### src/design/vtgd_pkg.sv
// shared types, command codes and helper functions for the geometry decoder
package vtgd_pkg;

  localparam int unsigned WORD_W   = 32;
  localparam int unsigned COUNT_W  = 29;
  localparam int unsigned EXTENT_W = 16;

  localparam logic [EXTENT_W-1:0] EXTENT_RESET = 16'd4096;

  // command ids in the low bits of a command word
  localparam logic [2:0] CMD_MOVE_TO = 3'd1;
  localparam logic [2:0] CMD_LINE_TO = 3'd2;

  typedef enum logic [1:0] {
    PH_CMD = 2'd0,
    PH_DX  = 2'd1,
    PH_DY  = 2'd2
  } phase_t;

  // sticky out-of-tile flags
  typedef struct packed {
    logic west;
    logic east;
    logic south;
    logic north;
  } marks_t;

  typedef struct packed {
    logic                     point_valid;
    logic signed [WORD_W-1:0] x;
    logic signed [WORD_W-1:0] y;
    logic                     starts_line;
    logic                     inside_tile;
    marks_t                   marks;
    logic                     tile_done;
  } result_t;

  // zigzag decode, logical shift
  function automatic logic [WORD_W-1:0] zigzag(input logic [WORD_W-1:0] p);
    return (p >> 1) ^ {WORD_W{p[0]}};
  endfunction

  // signed value above an unsigned extent
  function automatic logic above_extent(input logic [WORD_W-1:0] v,
                                        input logic [EXTENT_W-1:0] ext);
    return !v[WORD_W-1] && (v[WORD_W-2:0] > {{(WORD_W-1-EXTENT_W){1'b0}}, ext});
  endfunction

endpackage

### src/design/vtgd_if.sv
// handshake channels: geometry words in, decoded points out, extent writes
interface vtgd_word_if;
  import vtgd_pkg::*;
  logic              valid;
  logic              ready;
  logic [WORD_W-1:0] word;
  logic              last_word;

  modport source (output valid, output word, output last_word, input ready);
  modport sink (input valid, input word, input last_word, output ready);
endinterface

interface vtgd_point_if;
  import vtgd_pkg::*;
  logic                     valid;
  logic                     ready;
  logic                     point_valid;
  logic signed [WORD_W-1:0] x;
  logic signed [WORD_W-1:0] y;
  logic                     starts_line;
  logic                     inside_tile;
  logic                     beyond_north;
  logic                     beyond_south;
  logic                     beyond_east;
  logic                     beyond_west;
  logic                     tile_done;

  modport source (output valid, output point_valid, output x, output y,
                  output starts_line, output inside_tile, output beyond_north,
                  output beyond_south, output beyond_east, output beyond_west,
                  output tile_done, input ready);
  modport sink (input valid, input point_valid, input x, input y,
                input starts_line, input inside_tile, input beyond_north,
                input beyond_south, input beyond_east, input beyond_west,
                input tile_done, output ready);
endinterface

interface vtgd_cfg_if;
  import vtgd_pkg::*;
  logic                valid;
  logic                ready;
  logic [EXTENT_W-1:0] data;

  modport source (output valid, output data, input ready);
  modport sink (input valid, input data, output ready);
endinterface

### src/design/vector_tile_geometry_decoder_unit.sv
// vector tile geometry decoder: top level
// an accepted word passes the input reg, then the result reg, before its result word
// throughput: one word per cycle unless results stall; single decode/add/compare pass
// words that give no result (commands, dx) drain without touching the result reg
// rst (synchronous) clears control state and the tile state; extent returns to 4096
// a word marked last always yields a result and clears the per-tile state
module vector_tile_geometry_decoder_unit
  import vtgd_pkg::*;
(
  input  logic         clk,
  input  logic         rst,
  vtgd_cfg_if.sink     cfg,
  vtgd_word_if.sink    geom,
  vtgd_point_if.source result
);

  // extent register; write it only while idle, the block itself does not enforce this
  logic [EXTENT_W-1:0] tile_extent;

  // input register
  logic              s1_valid;
  logic [WORD_W-1:0] s1_word;
  logic              s1_last;

  // decoder state
  phase_t             phase, phase_next;
  logic [COUNT_W-1:0] repeats_left, repeats_left_next;
  logic               is_move, is_move_next;
  logic [WORD_W-1:0]  cur_x, cur_x_next;
  logic [WORD_W-1:0]  cur_y, cur_y_next;
  logic [WORD_W-1:0]  pending_dx, pending_dx_next;
  marks_t             marks, marks_next;

  // result register
  logic    res_valid;
  result_t res, res_next;

  logic              point;
  logic              produces;
  logic              advance;
  logic [WORD_W-1:0] zz;
  logic [2:0]        cmd_id;
  logic [COUNT_W-1:0] cmd_cnt;

  assign cfg.ready = 1'b1;

  always_ff @(posedge clk) begin
    if (rst) begin
      tile_extent <= EXTENT_RESET;
    end else if (cfg.valid) begin
      tile_extent <= cfg.data;
    end
  end

  // an item leaves the input reg when it has no result or the result reg frees up
  assign produces   = point || s1_last;
  assign advance    = s1_valid && (!produces || !res_valid || result.ready);
  assign geom.ready = !s1_valid || advance;

  always_ff @(posedge clk) begin
    if (rst) begin
      s1_valid <= 1'b0;
    end else if (geom.ready) begin
      s1_valid <= geom.valid;
    end
  end

  always_ff @(posedge clk) begin
    if (geom.ready && geom.valid) begin
      s1_word <= geom.word;
      s1_last <= geom.last_word;
    end
  end

  // decode pass: zigzag, one add per axis, extent compares
  assign zz      = zigzag(s1_word);
  assign cmd_id  = s1_word[2:0];
  assign cmd_cnt = s1_word[WORD_W-1:3];

  always_comb begin
    phase_next        = phase;
    repeats_left_next = repeats_left;
    is_move_next      = is_move;
    cur_x_next        = cur_x;
    cur_y_next        = cur_y;
    pending_dx_next   = pending_dx;
    marks_next        = marks;
    point             = 1'b0;
    res_next          = '0;

    unique case (phase)
      PH_DX: begin
        pending_dx_next = zz;
        phase_next      = PH_DY;
      end
      PH_DY: begin
        cur_x_next        = cur_x + pending_dx;
        cur_y_next        = cur_y + zz;
        point             = 1'b1;
        repeats_left_next = repeats_left - COUNT_W'(1);
        phase_next        = (repeats_left_next == '0) ? PH_CMD : PH_DX;
        if (cur_y_next[WORD_W-1])                  marks_next.north = 1'b1;
        if (above_extent(cur_y_next, tile_extent)) marks_next.south = 1'b1;
        if (above_extent(cur_x_next, tile_extent)) marks_next.east  = 1'b1;
        if (cur_x_next[WORD_W-1])                  marks_next.west  = 1'b1;
      end
      default: begin
        // command word; the unused phase code lands here too
        if ((cmd_id == CMD_MOVE_TO || cmd_id == CMD_LINE_TO) && cmd_cnt != '0) begin
          repeats_left_next = cmd_cnt;
          is_move_next      = (cmd_id == CMD_MOVE_TO);
          phase_next        = PH_DX;
        end else begin
          phase_next = PH_CMD;
        end
      end
    endcase

    res_next.point_valid = point;
    res_next.x           = cur_x_next;
    res_next.y           = cur_y_next;
    res_next.starts_line = point && is_move;
    res_next.inside_tile = point && !cur_x_next[WORD_W-1] && !cur_y_next[WORD_W-1]
                           && !above_extent(cur_x_next, tile_extent)
                           && !above_extent(cur_y_next, tile_extent);
    res_next.marks       = marks_next;
    res_next.tile_done   = s1_last;

    // end of tile: per-tile state back to reset
    if (s1_last) begin
      phase_next        = PH_CMD;
      repeats_left_next = '0;
      is_move_next      = 1'b0;
      cur_x_next        = '0;
      cur_y_next        = '0;
      pending_dx_next   = '0;
      marks_next        = '0;
    end
  end

  always_ff @(posedge clk) begin
    if (rst) begin
      phase        <= PH_CMD;
      repeats_left <= '0;
      is_move      <= 1'b0;
      cur_x        <= '0;
      cur_y        <= '0;
      pending_dx   <= '0;
      marks        <= '0;
    end else if (advance) begin
      phase        <= phase_next;
      repeats_left <= repeats_left_next;
      is_move      <= is_move_next;
      cur_x        <= cur_x_next;
      cur_y        <= cur_y_next;
      pending_dx   <= pending_dx_next;
      marks        <= marks_next;
    end
  end

  // result register, loads a word only when one is produced
  always_ff @(posedge clk) begin
    if (rst) begin
      res_valid <= 1'b0;
    end else if (advance && produces) begin
      res_valid <= 1'b1;
    end else if (result.ready) begin
      res_valid <= 1'b0;
    end
  end

  always_ff @(posedge clk) begin
    if (advance && produces) begin
      res <= res_next;
    end
  end

  assign result.valid        = res_valid;
  assign result.point_valid  = res.point_valid;
  assign result.x            = res.x;
  assign result.y            = res.y;
  assign result.starts_line  = res.starts_line;
  assign result.inside_tile  = res.inside_tile;
  assign result.beyond_north = res.marks.north;
  assign result.beyond_south = res.marks.south;
  assign result.beyond_east  = res.marks.east;
  assign result.beyond_west  = res.marks.west;
  assign result.tile_done    = res.tile_done;

`ifndef SYNTHESIS
  // a pending parameter always has a repeat left to count down
  a_repeats_live: assert property (@(posedge clk) disable iff (rst)
    phase != PH_CMD |-> repeats_left != '0)
    else $error("parameter phase with no repeats left");

  // last word clears the tile state
  a_tile_clear: assert property (@(posedge clk) disable iff (rst)
    advance && s1_last |=> phase == PH_CMD && cur_x == '0 && cur_y == '0
                           && marks == '0 && repeats_left == '0)
    else $error("tile state not cleared after last word");

  // a result without a point exists only to end a tile
  a_empty_is_done: assert property (@(posedge clk) disable iff (rst)
    res_valid && !res.point_valid |-> res.tile_done)
    else $error("pointless result word without tile end");

  // inside and line-start flags only on real points
  a_inside_point: assert property (@(posedge clk) disable iff (rst)
    res_valid && (res.inside_tile || res.starts_line) |-> res.point_valid)
    else $error("point flags set on a result without a point");

  // input stalls only behind a held word
  a_stall_cause: assert property (@(posedge clk) disable iff (rst)
    !geom.ready |-> s1_valid && res_valid && !result.ready)
    else $error("input stalled without a blocked result");
`endif

endmodule

### src/flat_wrapper.sv
// flat-port wrapper written by rule: the top's interface ports become plain ports
module vector_tile_geometry_decoder_unit_flat import vtgd_pkg::*;
  (clk, rst, cfg_valid, cfg_data, cfg_ready, geom_valid, geom_word, geom_last_word, geom_ready, result_valid, result_point_valid, result_x, result_y, result_starts_line, result_inside_tile, result_beyond_north, result_beyond_south, result_beyond_east, result_beyond_west, result_tile_done, result_ready);
  vtgd_cfg_if cfg_i ();
  vtgd_word_if geom_i ();
  vtgd_point_if result_i ();
  input  logic clk;
  input  logic rst;
  input wire logic [$bits(cfg_i.valid)-1:0] cfg_valid;
  input wire logic [$bits(cfg_i.data)-1:0] cfg_data;
  output wire logic [$bits(cfg_i.ready)-1:0] cfg_ready;
  input wire logic [$bits(geom_i.valid)-1:0] geom_valid;
  input wire logic [$bits(geom_i.word)-1:0] geom_word;
  input wire logic [$bits(geom_i.last_word)-1:0] geom_last_word;
  output wire logic [$bits(geom_i.ready)-1:0] geom_ready;
  output wire logic [$bits(result_i.valid)-1:0] result_valid;
  output wire logic [$bits(result_i.point_valid)-1:0] result_point_valid;
  output wire logic [$bits(result_i.x)-1:0] result_x;
  output wire logic [$bits(result_i.y)-1:0] result_y;
  output wire logic [$bits(result_i.starts_line)-1:0] result_starts_line;
  output wire logic [$bits(result_i.inside_tile)-1:0] result_inside_tile;
  output wire logic [$bits(result_i.beyond_north)-1:0] result_beyond_north;
  output wire logic [$bits(result_i.beyond_south)-1:0] result_beyond_south;
  output wire logic [$bits(result_i.beyond_east)-1:0] result_beyond_east;
  output wire logic [$bits(result_i.beyond_west)-1:0] result_beyond_west;
  output wire logic [$bits(result_i.tile_done)-1:0] result_tile_done;
  input wire logic [$bits(result_i.ready)-1:0] result_ready;
  assign cfg_i.valid = cfg_valid;
  assign cfg_i.data = cfg_data;
  assign cfg_ready = cfg_i.ready;
  assign geom_i.valid = geom_valid;
  assign geom_i.word = geom_word;
  assign geom_i.last_word = geom_last_word;
  assign geom_ready = geom_i.ready;
  assign result_valid = result_i.valid;
  assign result_point_valid = result_i.point_valid;
  assign result_x = result_i.x;
  assign result_y = result_i.y;
  assign result_starts_line = result_i.starts_line;
  assign result_inside_tile = result_i.inside_tile;
  assign result_beyond_north = result_i.beyond_north;
  assign result_beyond_south = result_i.beyond_south;
  assign result_beyond_east = result_i.beyond_east;
  assign result_beyond_west = result_i.beyond_west;
  assign result_tile_done = result_i.tile_done;
  assign result_i.ready = result_ready;
  vector_tile_geometry_decoder_unit u_core (.clk(clk), .rst(rst), .cfg(cfg_i), .geom(geom_i), .result(result_i));
endmodule
### config.mk
export PLATFORM = sky130hd
export DESIGN_NAME = vector_tile_geometry_decoder_unit_flat
export DESIGN_NICKNAME = d
export VERILOG_FILES = /design/src/design/vtgd_pkg.sv /design/src/design/vtgd_if.sv /design/src/design/vector_tile_geometry_decoder_unit.sv /design/src/flat_wrapper.sv
export SDC_FILE = /design/constraint.sdc
export NUM_CORES = 1
export LEC_CHECK = 0
export BUFFER_PORTS_ARGS = -buffer_cell sky130_fd_sc_hd__buf_4
export CORE_MARGIN = 2
export CORE_UTILIZATION = 50
export DETAILED_ROUTE_END_ITERATION = 10
export PLACE_DENSITY = 0.71
export SYNTH_ARGS = -nofsm -noshare
export SYNTH_HDL_FRONTEND = slang
export SYNTH_SLANG_ARGS = --single-unit
### constraint.sdc
create_clock -name clk -period 5.85 [get_ports clk]
set_input_delay 0.2925 -clock clk [delete_from_list [all_inputs] [get_ports clk]]
set_output_delay 0.2925 -clock clk [all_outputs]
set_load 0.02 [all_outputs]
==> flow_summary.ini <==
[sta]
slew_headroom = 0.325
fmax_mhz = 186
rsz0062_at_grt = no
hold_viol = 0
setup_viol = 0
slew_viol_final = 0
period_needed_ns = 5.38
fin_setup_tns_ns = 0
finalClockSkew_ns = 0.0123
worst_slew_pin_slew_ns = 1.01
post-route-period-util = 0.920

[logic_synthesis]
synth_top_family_by_area = compound AO/OA/AOI/OAI gates
synth_ff_type = dfxtp_1
yosys_warnings = 0
synth_compound_area_frac = 0.210
yosys_register_bits = 255
synthCells = 1794
synth_top_area_share = 0.194
ys_seq_area_frac = 0.379
synth_area_leaders = edfxtp_1 19%, dfxtp_1 18%, ha_1 10%
netlist_area_um2 = 16200
yosysUniqueCellTypes = 88
synth_top_area_cell = edfxtp_1
synth.avg_cell_area_um2 = 9.06
ys_async_sr_fraction = 0
synth_mux_area_frac = 0.0442
yosys.area_share.simple = 0.169
synthAdderAreaFrac = 0.105
synthXorXnorAreaFrac = 0.0518
synth_enable_flop_cells = 105
syn_nets = 1983

[drt]
vias = 14400
drt_iter0_markers = 1232
drc = 0
ant_nets = 0
vias_per_cell = 6.05
drt_pre_antenna_iters = 6
wl_mm = 48.5
wl_per_cell_um = 20.4

[clock_network]
cts_tree = built
htreeDepth = 1
cts_setup_buffers = 0
clock_sink_count = 255
cts.clk_slew.worst_paths_ns = 0.06
ctsRootBufferMaster = clkbuf_16
clockBufferDepth = 3
cts_inserted_buffers = 29
clock_latency_ns = 0.56

[final_layout]
fin_util = 0.589
area_growth_pct = 17.0
drive_above_1_share = 0.144
diodes = 0
fin_nets = 2104
mostFrequentLayoutCells = 248 x nor2_1, 150 x dfxtp_1, 144 x buf_4, 132 x ha_1, 118 x a21oi_1
final_common_cell = nor2_1

[floorplan]
start_util = 0.503
rows = 66
dieArea_um2 = 33900
num_io_pins = 129
dieWidth_um = 184
core_area_um2 = 32300
die_y_um = 184

[global_route]
grt_usage = 0.285
grt_max_degree = 71
antenna_found_initial = 0
grt_pass1_wl_mm = 76.3
grt_overflow = 0
grt_pass1_vias = 13800

[placed_design]
io_buffers = 127
place_hpwl_mm = 35.4
place_congestion = 0.973

[worst_setup_path]
reg2reg_depth = 21
arrival_ns = 5.76
r2r-start = u_core.s1_word[1]
reg2reg_slack_ns = 0.47
cp_data_required_time_ns = 6.23
critPathLaunchType = register
path_max_fanout = 5
critPathCaptureType = register
rr_endpoint = u_core.result.inside_tile
crit_type = reg2reg

[run_status]
status = finished clean

[run]
cap_viol_max_count = 0

[power_and_ir_drop]
ir_drop_v = 0.000217
p_per_area_nw_per_um2 = 229
p_leak_uw = 0.00785

[hold_path]
hp-start = geom_valid
hold_depth = 3
hold_path_class = in2reg
hold_end = u_core.s1_valid
[sequential cells by signal, summed over array words and instances (netlist names), 2 cells and up]
signal,cells
u_core.result.y,32
u_core.cur_y,32
u_core.s1_word,32
u_core.marks,4
u_core.tile_extent,16
u_core.repeats_left,29
u_core.result.x,32
u_core.phase,2
u_core.cur_x,32
u_core.pending_dx,32
[per-stage QoR]
step	setup WS (ns)	hold slack, ns	instance area [um^2]	cells	total power, uW
2_1_floorplan	0.366	0.391	16200	1794	2320
3_3_place_gp	0.449	0.435	17500	2277	2500
3_5_place_dp	0.302	0.444	17500	2277	2510
4_1_cts	0.285	0.0129	19000	2379	4370
5_1_grt	0.0226	0.0482	19000	2379	4510
6_report	0.467	0.0317	19000	2379	4350
[report_power, final]
part	leakage (uW)	switching [uW]	internal, uW
registers	0.00219	35.5	1890
clock network	0.000478	780	1070
logic	0.00518	360	219
total	0.00785	1170	3170
[cell families after synthesis]
family,count (synthesis)
mux,66
simple gates,570
fa+ha+maj,135
xor+xnor,96
other cells,1
flops,255
compound gates,502
buf+inv,169
[cells in the mapped netlist (all sizes together), types with 16 or more instances]
library cell    n
buf            19
o21a           18
xnor2          48
mux2           46
clkbuf         85
o211ai         17
nor3           40
o21ai          83
nand3          35
a21o           38
nand4          25
a21oi         122
dfxtp         150
mux2i          20
nor4           25
ha            133
nand2b         17
nand2          83
nor2          252
xor2           48
inv            65
or3            16
a22oi         111
edfxtp        105
[cell type report]
type,count,area (um^2)
clock buffer,35,790
sequential,255,6160
tap,442,553
fill,2800,13300
clock inverter,18,181
inverter,65,245
multi-input combinational,1370,9500
timing repair buffer,194,1580
[metal layers]
metal,wire (um),GRT usage,vias up
met2,22000,0.459,532
met1,21800,0.402,6885
met5,0,0,-
met3,3460,0.0344,83
li1,-,-,6884
met4,1340,0.0877,0
[worst max-delay path by stage]
stage	startpoint	end
6_report	u_core.s1_word[1]	u_core.result.inside_tile
5_1_grt	u_core.s1_word[0]	u_core.result.inside_tile
4_1_cts	u_core.pending_dx[0]	u_core.result.inside_tile
3_5_place_dp	u_core.s1_word[0]	u_core.result.inside_tile
3_3_place_gp	u_core.pending_dx[0]	u_core.result.inside_tile
2_1_floorplan	u_core.s1_word[0]	u_core.result.inside_tile
[worst max-delay path, cell delays in order, from the launching register on]
cell and delay, ns:
edfxtp_1 0.39, ha_1 0.29, inv_1 0.06, ha_1 0.21, fa_1 0.44, a211oi_2 0.24, o21ai_2 0.15, o211ai_2 0.27
a21oi_1 0.12, nor2_1 0.16, xnor2_1 0.11, mux2_2 0.32, ha_1 0.30, and3_1 0.15, nand3_1 0.09, or4_1 0.53
a2111oi_1 0.41, buf_4 0.19, nand4_1 0.10, nor4_2 0.27, nand4b_1 0.15, nor4_2 0.27
[timing repair]
action | in CTS | in global routing
gates resized for setup | 0 | 6
endpoints found under the hold margin | 49 | 0
hold buffers | 49 | 0
setup endpoints to repair | 0 | 1
No activity file was read; power rests on OpenSTA's default activity.
